--- src/hdl/lus_pkg.sv ---
// Package for the longest unique substring unit.
// Holds the widths, limits and shared types; no dependencies.
package lus_pkg;

    localparam int CODE_W   = 8;
    localparam int POS_W    = 16;
    localparam int LEN_W    = 9;
    localparam int ALPHABET = 256;
    localparam int TABLE_AW = $clog2(ALPHABET);

    localparam logic [POS_W-1:0]  MAX_POS  = POS_W'(65535);
    localparam logic [CODE_W-1:0] TOP_CODE = CODE_W'(ALPHABET - 1);
    localparam logic [LEN_W-1:0]  MAX_LEN  = LEN_W'(ALPHABET);

    typedef logic [POS_W-1:0]    pos_t;
    typedef logic [LEN_W-1:0]    len_t;
    typedef logic [TABLE_AW-1:0] tab_addr_t;

    // Item held in the compute stage, waiting for its table read.
    typedef struct packed {
        tab_addr_t code;
        logic      first;
        logic      fwd_hit;
        pos_t      fwd_pos;
    } stage_item_t;

    // Codes beyond the alphabet fold onto its top code.
    function automatic tab_addr_t fold_code(input logic [CODE_W-1:0] code);
        logic [CODE_W-1:0] c;
        c = (code > TOP_CODE) ? TOP_CODE : code;
        return TABLE_AW'(c);
    endfunction

endpackage

--- src/hdl/lus_ram.sv ---
// Generic single-write, single-read synchronous RAM with registered read.
// A read at the address being written returns the old contents. No dependencies.
module lus_ram #(
    parameter int WIDTH = 16,
    parameter int DEPTH = 256
) (
    input  logic                     aclk,
    input  logic                     we,
    input  logic [$clog2(DEPTH)-1:0] waddr,
    input  logic [WIDTH-1:0]         wdata,
    input  logic                     re,
    input  logic [$clog2(DEPTH)-1:0] raddr,
    output logic [WIDTH-1:0]         rdata
);

    logic [WIDTH-1:0] mem [DEPTH];
    logic [WIDTH-1:0] rdata_reg;

    always_ff @(posedge aclk) begin
        if (we) begin
            mem[waddr] <= wdata;
        end
        if (re) begin
            rdata_reg <= mem[raddr];
        end
    end

    assign rdata = rdata_reg;

endmodule

--- src/hdl/longest_unique_substring_unit.sv ---
// Top level of the longest unique substring unit.
// Depends on lus_pkg and on lus_ram for the last-seen position table.
//
// Usage
// -----
// The slave channel takes one character per item: s_tdata carries the byte
// and s_tuser flags the first character of a new string, which forgets all
// history (table entries, window start, position, best length, overflow).
// For every item the master channel returns one item with the length of the
// repeat-free window ending at that character, the best such length in the
// current string and a sticky overflow flag, set once the string grows past
// the range of the 16-bit position counter (the position then saturates).
//
// An accepted item enters the compute stage; its result is registered, with
// m_tvalid, in the output register as the item leaves that stage. One item
// per cycle is sustained while the receiver does not stall: the table lookup
// is issued on acceptance, the update is written back as the item leaves,
// and an equal character directly behind comes from a forwarding register.
//
// When the receiver stalls, the result waits in the output register and the
// item behind it waits in the compute stage; s_tready drops only while both
// are occupied. A synchronous low on aresetn empties the pipeline and clears
// the valid bits and counters at once, so no clearing pass is needed.
module longest_unique_substring_unit (
    input  logic        aclk,
    input  logic        aresetn,
    // Slave channel.
    input  logic        s_tvalid,
    output logic        s_tready,
    input  logic [7:0]  s_tdata,   // [7:0] char_code
    input  logic        s_tuser,   // [0] first_char
    // Master channel.
    output logic        m_tvalid,
    input  logic        m_tready,
    output logic [23:0] m_tdata    // [8:0] window_len, [17:9] best_len, [18] overflow
);

    // Pipeline control.
    logic                  s1_valid_reg;
    lus_pkg::stage_item_t  s1_item_reg;
    logic                  s1_advance;
    logic                  in_accept;
    lus_pkg::tab_addr_t    in_code;

    // Per-string state.
    logic [lus_pkg::ALPHABET-1:0] valid_reg, valid_next;
    lus_pkg::pos_t position_reg, position_next;
    lus_pkg::pos_t wstart_reg, wstart_next;
    lus_pkg::len_t best_reg, best_next;
    logic          ovf_reg, ovf_next;

    // Output register.
    logic          m_valid_reg;
    lus_pkg::len_t m_win_reg;
    lus_pkg::len_t m_best_reg;
    logic          m_ovf_reg;

    // Compute stage signals.
    lus_pkg::pos_t ram_q;
    lus_pkg::pos_t pos_in, wstart_in, here, last_pos;
    lus_pkg::len_t best_in, win_len;
    logic          ovf_in, sat, seen, hit;
    logic [lus_pkg::POS_W:0] wstart_cand, span;

    assign in_code    = lus_pkg::fold_code(s_tdata);
    assign s1_advance = s1_valid_reg && (!m_valid_reg || m_tready);
    assign s_tready   = !s1_valid_reg || s1_advance;
    assign in_accept  = s_tvalid && s_tready;

    // Last-seen position table: read on acceptance, written when the item
    // leaves the compute stage.
    lus_ram #(
        .WIDTH (lus_pkg::POS_W),
        .DEPTH (lus_pkg::ALPHABET)
    ) u_last_pos (
        .aclk  (aclk),
        .we    (s1_advance),
        .waddr (s1_item_reg.code),
        .wdata (here),
        .re    (in_accept),
        .raddr (in_code),
        .rdata (ram_q)
    );

    always_comb begin
        // A string start works from cleared state.
        pos_in    = s1_item_reg.first ? '0 : position_reg;
        wstart_in = s1_item_reg.first ? '0 : wstart_reg;
        best_in   = s1_item_reg.first ? '0 : best_reg;
        ovf_in    = s1_item_reg.first ? 1'b0 : ovf_reg;

        sat  = (pos_in >= lus_pkg::MAX_POS);
        here = sat ? lus_pkg::MAX_POS : pos_in;

        // The memory read missed a write made at the same edge; take the
        // forwarded position in that case.
        last_pos = s1_item_reg.fwd_hit ? s1_item_reg.fwd_pos : ram_q;
        seen     = !s1_item_reg.first && valid_reg[s1_item_reg.code];
        hit      = seen && (last_pos >= wstart_in);

        wstart_cand = hit ? ({1'b0, last_pos} + 1'b1) : {1'b0, wstart_in};
        wstart_next = (wstart_cand > {1'b0, here}) ? here
                                                   : wstart_cand[lus_pkg::POS_W-1:0];

        span    = {1'b0, here} - {1'b0, wstart_next} + 1'b1;
        win_len = (span > (lus_pkg::POS_W+1)'(lus_pkg::ALPHABET))
                  ? lus_pkg::MAX_LEN : span[lus_pkg::LEN_W-1:0];

        best_next     = (win_len > best_in) ? win_len : best_in;
        ovf_next      = ovf_in || sat;
        position_next = sat ? here : here + 1'b1;

        valid_next = s1_item_reg.first ? '0 : valid_reg;
        valid_next[s1_item_reg.code] = 1'b1;
    end

    always_ff @(posedge aclk) begin
        if (!aresetn) begin
            s1_valid_reg <= 1'b0;
            m_valid_reg  <= 1'b0;
            valid_reg    <= '0;
            position_reg <= '0;
            wstart_reg   <= '0;
            best_reg     <= '0;
            ovf_reg      <= 1'b0;
        end else begin
            if (in_accept) begin
                s1_valid_reg <= 1'b1;
            end else if (s1_advance) begin
                s1_valid_reg <= 1'b0;
            end

            if (s1_advance) begin
                m_valid_reg  <= 1'b1;
                valid_reg    <= valid_next;
                position_reg <= position_next;
                wstart_reg   <= wstart_next;
                best_reg     <= best_next;
                ovf_reg      <= ovf_next;
            end else if (m_tready) begin
                m_valid_reg  <= 1'b0;
            end
        end
    end

    // Payload registers, no reset needed.
    always_ff @(posedge aclk) begin
        if (in_accept) begin
            s1_item_reg.code    <= in_code;
            s1_item_reg.first   <= s_tuser;
            s1_item_reg.fwd_hit <= s1_advance && (s1_item_reg.code == in_code);
            s1_item_reg.fwd_pos <= here;
        end
        if (s1_advance) begin
            m_win_reg  <= win_len;
            m_best_reg <= best_next;
            m_ovf_reg  <= ovf_next;
        end
    end

    assign m_tvalid = m_valid_reg;
    assign m_tdata  = {5'b0, m_ovf_reg, m_best_reg, m_win_reg};

endmodule

--- config.mk ---
export PLATFORM = sky130hd
export DESIGN_NAME = longest_unique_substring_unit
export DESIGN_NICKNAME = d
export VERILOG_FILES = /design/src/hdl/lus_pkg.sv /design/src/hdl/lus_ram.sv /design/src/hdl/longest_unique_substring_unit.sv
export SDC_FILE = /design/constraint.sdc
export NUM_CORES = 2
export LEC_CHECK = 0
export ABC_AREA = 0
export BUFFER_PORTS_ARGS = -buffer_cell sky130_fd_sc_hd__buf_4
export CAP_MARGIN = 20
export CELL_PAD_IN_SITES_DETAIL_PLACEMENT = 1
export CELL_PAD_IN_SITES_GLOBAL_PLACEMENT = 1
export CORE_ASPECT_RATIO = 1.1
export CORE_MARGIN = 4
export CORE_UTILIZATION = 46
export CTS_CLUSTER_DIAMETER = 40
export CTS_CLUSTER_SIZE = 25
export DETAILED_ROUTE_END_ITERATION = 8
export MAX_ROUTING_LAYER = met4
export PLACE_DENSITY_LB_ADDON = 0.25
export SETUP_SLACK_MARGIN = 0.4
export SYNTH_ARGS = -nofsm -noshare
export SYNTH_HDL_FRONTEND = slang
export SYNTH_SLANG_ARGS = --single-unit
--- constraint.sdc ---
create_clock -name aclk -period 41.8 [get_ports aclk]
set_clock_uncertainty 0.1 [all_clocks]
set_input_delay 6.27 -clock aclk [delete_from_list [all_inputs] [get_ports aclk]]
set_output_delay 6.27 -clock aclk [all_outputs]
set_load 0.1 [all_outputs]
# Word-level counts from Yosys, hierarchy flattened
# Memory sizes are Yosys's and may differ from the RTL's. A register that Yosys moved wholly into a read port is not among the register bits.
# Index checks and enable logic that the tools add are counted.
# totals
register_bits	345
ram_bits	4096
inputBits	13
mem_count	1
# classes
addsub	4
order_cmp	8
eq_ne	1
n_mux	23
bitwise	1
n_reduce_logical	14
# mem_list
memory	depth	width	rd	rd_clocked_by_memory_dff	write_ports	line	text
u_last_pos.mem	256	16	1	1	1	lus_ram.sv:16	logic [WIDTH-1:0] mem [DEPTH];
# op_table
operator	count
256-bit two-way mux	1
256-bit OR	1
16-bit two-way mux	6
9-bit two-way mux	3
16-bit by 1-bit adder with 17-bit output (second input constant)	1
17-bit by 1-bit adder with 17-bit output (second input constant)	1
17-bit by 16-bit greater-than comparator with 1-bit output	1
17-bit by 9-bit greater-than comparator with 1-bit output (second input constant)	1
17-bit two-way mux	1
16-bit by 16-bit subtractor with 17-bit output	1
16-bit by 1-bit adder with 16-bit output (second input constant)	1
16-bit greater-or-equal comparator	1
16-bit greater-or-equal comparator (second input constant)	1
9-bit greater-than comparator	1
8-bit by 9-bit less-than comparator with 1-bit output (second input constant)	1
1-bit two-way mux	9
1-bit binary-select mux with 8-bit select	1
1-bit demux with 8-bit select	1
8-bit equality test	1
8-bit by 1-bit greater-or-equal comparator with 1-bit output (second input constant)	1
8-bit greater-than comparator (second input constant)	1
8-bit two-way mux	1
1-bit logical AND	6
2-bit nonzero test	2
other kinds (2)	6

# Longest topological paths before layout
# depth
depth_word	13
ltp_mapped	53
mapped_depth_nobuf	44

# Modules after synthesis
# A second synthesis with hierarchy kept.
# hier_totals
cells_unflattened	9269
hier_area_um2	176536.8
# by_module_without_submodules
module	n_inst	cells_each	area_per_inst_um2	seq_area_each_um2
lus_ram	1	7360	158874.9	123478.4
longest_unique_substring_unit	1	1909	17661.9	7357.1

# Least setup slack after synthesis
# OpenSTA, ideal clock, no wires.
# synth_timing
path_type	flip-flop to flip-flop
startpoint	reg s1_item_reg[17] in the netlist's numbering
endpoint	reg best_reg[0]
arrival_time_ps	14734
required_time_ps	41583
setup_slack_ps	26849
stages_incl_launch_ff	35
n_path_buf	3
period_less_slack_ps	14951
cell_sequence	edfxtp_1 nor2b_1 inv_1 ha_1 nand4_1 nor4_1 nor2_1 o211a_1 clkbuf_1 nor2_1 and2_0 a221oi_1 ha_1 inv_1 fa_1 nor2b_1 o21bai_1 a21oi_1 o211ai_1 a21o_1 o2bb2ai_1 nor4_1 clkbuf_1 and2_1 ha_1 nor2b_1 o21a_1 o21a_1 o21ai_0 a21oi_1 o21ai_0 nand2_1 and4_1 clkbuf_1 a22o_1
# synth_via
word_cells_on_any_way	18
# synth_lines
element	line	text
start, declared	longest_unique_substring_unit.sv:40	lus_pkg::stage_item_t s1_item_reg;
16-bit two-way mux (*)	longest_unique_substring_unit.sv:87	pos_in = s1_item_reg.first ? '0 : position_reg;
16-bit greater-or-equal comparator	longest_unique_substring_unit.sv:92	sat = (pos_in >= lus_pkg::MAX_POS);
16-bit two-way mux (*)	longest_unique_substring_unit.sv:93	here = sat ? lus_pkg::MAX_POS : pos_in;
named net here[3]	longest_unique_substring_unit.sv:60	lus_pkg::pos_t pos_in, wstart_in, here, last_pos;
17-bit by 16-bit greater-than comparator with 1-bit output	longest_unique_substring_unit.sv:102	wstart_next = (wstart_cand > {1'b0, here}) ? here
16-bit two-way mux	longest_unique_substring_unit.sv:102	
16-bit by 16-bit subtractor with 17-bit output (*)	longest_unique_substring_unit.sv:105	span = {1'b0, here} - {1'b0, wstart_next} + 1'b1;
17-bit by 1-bit adder with 17-bit output (*)	longest_unique_substring_unit.sv:105	
17-bit by 9-bit greater-than comparator with 1-bit output	longest_unique_substring_unit.sv:106	win_len = (span > (lus_pkg::POS_W+1)'(lus_pkg::ALPHABET))
9-bit two-way mux (*)	longest_unique_substring_unit.sv:107	? lus_pkg::MAX_LEN : span[lus_pkg::LEN_W-1:0];
named net win_len[1]	longest_unique_substring_unit.sv:61	lus_pkg::len_t best_in, win_len;
9-bit greater-than comparator (*)	longest_unique_substring_unit.sv:109	best_next = (win_len > best_in) ? win_len : best_in;
9-bit two-way mux (*)	longest_unique_substring_unit.sv:109	
end signal, assigned	longest_unique_substring_unit.sv:138	best_reg <= best_next;
end, declared	longest_unique_substring_unit.sv:49	lus_pkg::len_t best_reg, best_next;
# The timed path passes the listed nets; every way through them passes the cells marked *.
# A chain may end at the register's enable or synchronous reset.

# Worst setup path after layout
# layout_timing
startpoint	in m_tready
endpoint	out s_tready
# layout_via
elab_chain_len	3
# layout_lines
element	line	text
start, declared	longest_unique_substring_unit.sv:34	input logic m_tready,
1-bit logical OR	longest_unique_substring_unit.sv:66	assign s1_advance = s1_valid_reg && (!m_valid_reg || m_tready);
1-bit logical AND	longest_unique_substring_unit.sv:66	
1-bit logical OR	longest_unique_substring_unit.sv:67	assign s_tready = !s1_valid_reg || s1_advance;
end, declared	longest_unique_substring_unit.sv:29	output logic s_tready,
# No other way between the ends.

==> impl_metrics.json <==
{
  "io_pins": 39,
  "place_congestion": 0.865,
  "layout_common_cells": "edfxtp_1, mux4_2, clkbuf_16, nor2_1, buf_4",
  "internal_power_mw": 7.65,
  "grt_pass1_vias": 90100,
  "core_area_sq_mm": 0.376,
  "final_nets": 8526,
  "clk_latency_ns": 1.04,
  "htreeDepth": 6,
  "ys.flop_type": "edfxtp_1",
  "synth_cells": 7944,
  "setup_tns_ns": 0,
  "powerDensity_mw_per_mm2": 49.1,
  "maxSlewHeadroom_pct": 13.7,
  "dieHeight_um": 652,
  "viasPerCell": 6.22,
  "crit_path_end_kind": "output port",
  "initial_utilization_pct": 46.1,
  "die_w_um": 593,
  "whs_ns": 0.373,
  "largest_reg_flops": 4096,
  "cts_tree": "yes",
  "grt_pass1_wl_um": 690000,
  "setup_viol": 0,
  "vias": 86600,
  "max_stage_delay_ns": 0.25,
  "drv_slew": 0,
  "rrSetupSlack_ns": 28.58,
  "yosysWarnings": 0,
  "area_growth_pct": 15.4,
  "avgSynthCellArea_sq_um": 21.8,
  "cpMostUsedCell": "buf_4",
  "hp-class": "reg2reg",
  "die_area_sq_mm": 0.387,
  "critPathSlowestCell": "buf_4",
  "p_leak_nw": 70.1,
  "crit_path_start_kind": "primary input",
  "clockRootBuffer": "clkbuf_16",
  "antenna_found_initial": 44,
  "rows": 236,
  "wire_per_inst_um": 34.9,
  "cts.reportedPaths.clkPinSlew_ns": 0.05,
  "ir_worst_vdd_uv": 39.5,
  "status": "finished, final reports clean",
  "worstMarginPinSlew_ns": 1.29,
  "finalHoldViolCount": 0,
  "final_common_cell": "edfxtp_1",
  "clock_sinks": 4457,
  "hold_buffers": 0,
  "synth_edf_count": 4157,
  "cts_buffers": 518,
  "drive_gt1_share_pct": 33.2,
  "post_cts_buffers": 0,
  "cts_resized": 0,
  "criticalPathCategory": "in2out",
  "crit_fanout": 4,
  "rsz0062_at_grt": "false",
  "required_ns": 35.43,
  "critPathBufInv": 2,
  "routed_wl_um": 486000,
  "cp_cell_sequence": "buf_4 -> nor2b_1 -> nand2_1 -> buf_4",
  "ys_seq_elements": 4457,
  "port_buffers": 33,
  "p_sw_share_pct": 22.0,
  "clkPwrFrac_pct": 47.2,
  "dp_hpwl_um": 280000,
  "drc_errors": 0,
  "grt_max_degree": 198,
  "fmax_mhz": 75.1,
  "p_seq_share_pct": 49.2,
  "grt_usage_pct": 25.8,
  "dr.pass1.iters": 6,
  "crit_arrival_ns": 6.95,
  "detail-route-antenna-nets": 0,
  "synthArstFlopShare_pct": 0,
  "comb_power_share_pct": 3.6,
  "yosysSeqAreaShare_pct": 75.5,
  "syn_area_sq_mm": 0.173,
  "clockBufferDepth": 4,
  "ys_types": 82,
  "drv_cap": 0,
  "fin_crit_sh_pct": 31.9,
  "grt_overflow": 0,
  "drtIter0Drc": 11300,
  "fin_crit_ns": 13.32,
  "p_switching_mw": 2.16,
  "critical_path.top_delay_family": "buffers and inverters"
}
-- layer usage --
metal / wire [um] / part of all wire [%] / GRT usage (%) / up-vias
met2: 244000 / 50 / 41.2 / 4108
met3: 37100 / 7.6 / 4.04 / 788
met4: 17400 / 3.6 / 8.75 / 0
met5: 0 / 0 / - / -
li1: - / - / - / 34500
met1: 188000 / 39 / 34.2 / 47300
-- area by class of cell --
class / instances / area, sq um
clock inverter: 368 / 4240
fill: 32300 / 176000
sequential: 4457 / 131000
antenna: 76 / 190
inverter: 56 / 240
timing repair buffer: 432 / 3680
tap: 4998 / 6250
multi-input combinational: 2973 / 41000
clock buffer: 576 / 13500
-- synth_stat cells (28+ instances only) --
master / instances / area share (%)
inv_1: 54 / 0.12
nand2_1: 94 / 0.20
mux2i_1: 45 / 0.26
buf_2: 38 / 0.11
nor2b_1: 36 / 0.13
o21ai_0: 63 / 0.18
clkbuf_1: 287 / 0.62
dfxtp_1: 300 / 3.5
a21oi_1: 314 / 0.91
buf_1: 119 / 0.26
mux4_2: 1410 / 18
ha_1: 74 / 0.53
edfxtp_1: 4157 / 72
a21o_1: 28 / 0.12
nor2_1: 577 / 1.2
nand3_1: 45 / 0.13
-- power groups by stage --
stage               Sequential, mW  Combinational, mW  Clock, mW
floorplan                     4.92              0.238          0
global placement              4.92              0.347          0
detailed placement            4.92              0.352          0
CTS                           4.82              0.353       4.70
global route                  4.82              0.376       4.91
finish                        4.82              0.352       4.63
-- cell families after synthesis --
kind of cell             Yosys count  share of synthesized area (%)
XOR/XNOR                          27                          0.136
AND/OR/NAND/NOR                  870                           2.15
flip-flops                      4457                           75.5
other                              1                        0.00216
buffers and inverters            518                           1.21
adder cells (fa/ha/maj)           75                          0.546
multiplexers                    1466                           18.7
AO/OA/AOI/OAI                    530                           1.82
-- metrics by stage --
stage / cell area [sq um] / worst slack [ns] / utilization (%) / instances / power [mW]
floorplan: 173000 / 26.85 / - / 7948 / 5.16
global placement: 182000 / 27.75 / 48.4 / 12900 / 5.27
detailed placement: 182000 / 27.73 / 48.4 / 12900 / 5.27
CTS: 199000 / 28.48 / 53.1 / 13800 / 9.88
global route: 200000 / 27.64 / 53.2 / 13900 / 10.1
finish: 200000 / 28.48 / 53.2 / 13900 / 9.81
-- final timing paths --
kind              startpoint          end  cells past startpoint
min              best_reg[0]  best_reg[0]                      1
min reg2reg      best_reg[0]  best_reg[0]                      1
max                 m_tready     s_tready                      4
max reg2reg  s1_item_reg[18]  best_reg[1]                     42
(Power assumes the default switching activity.)
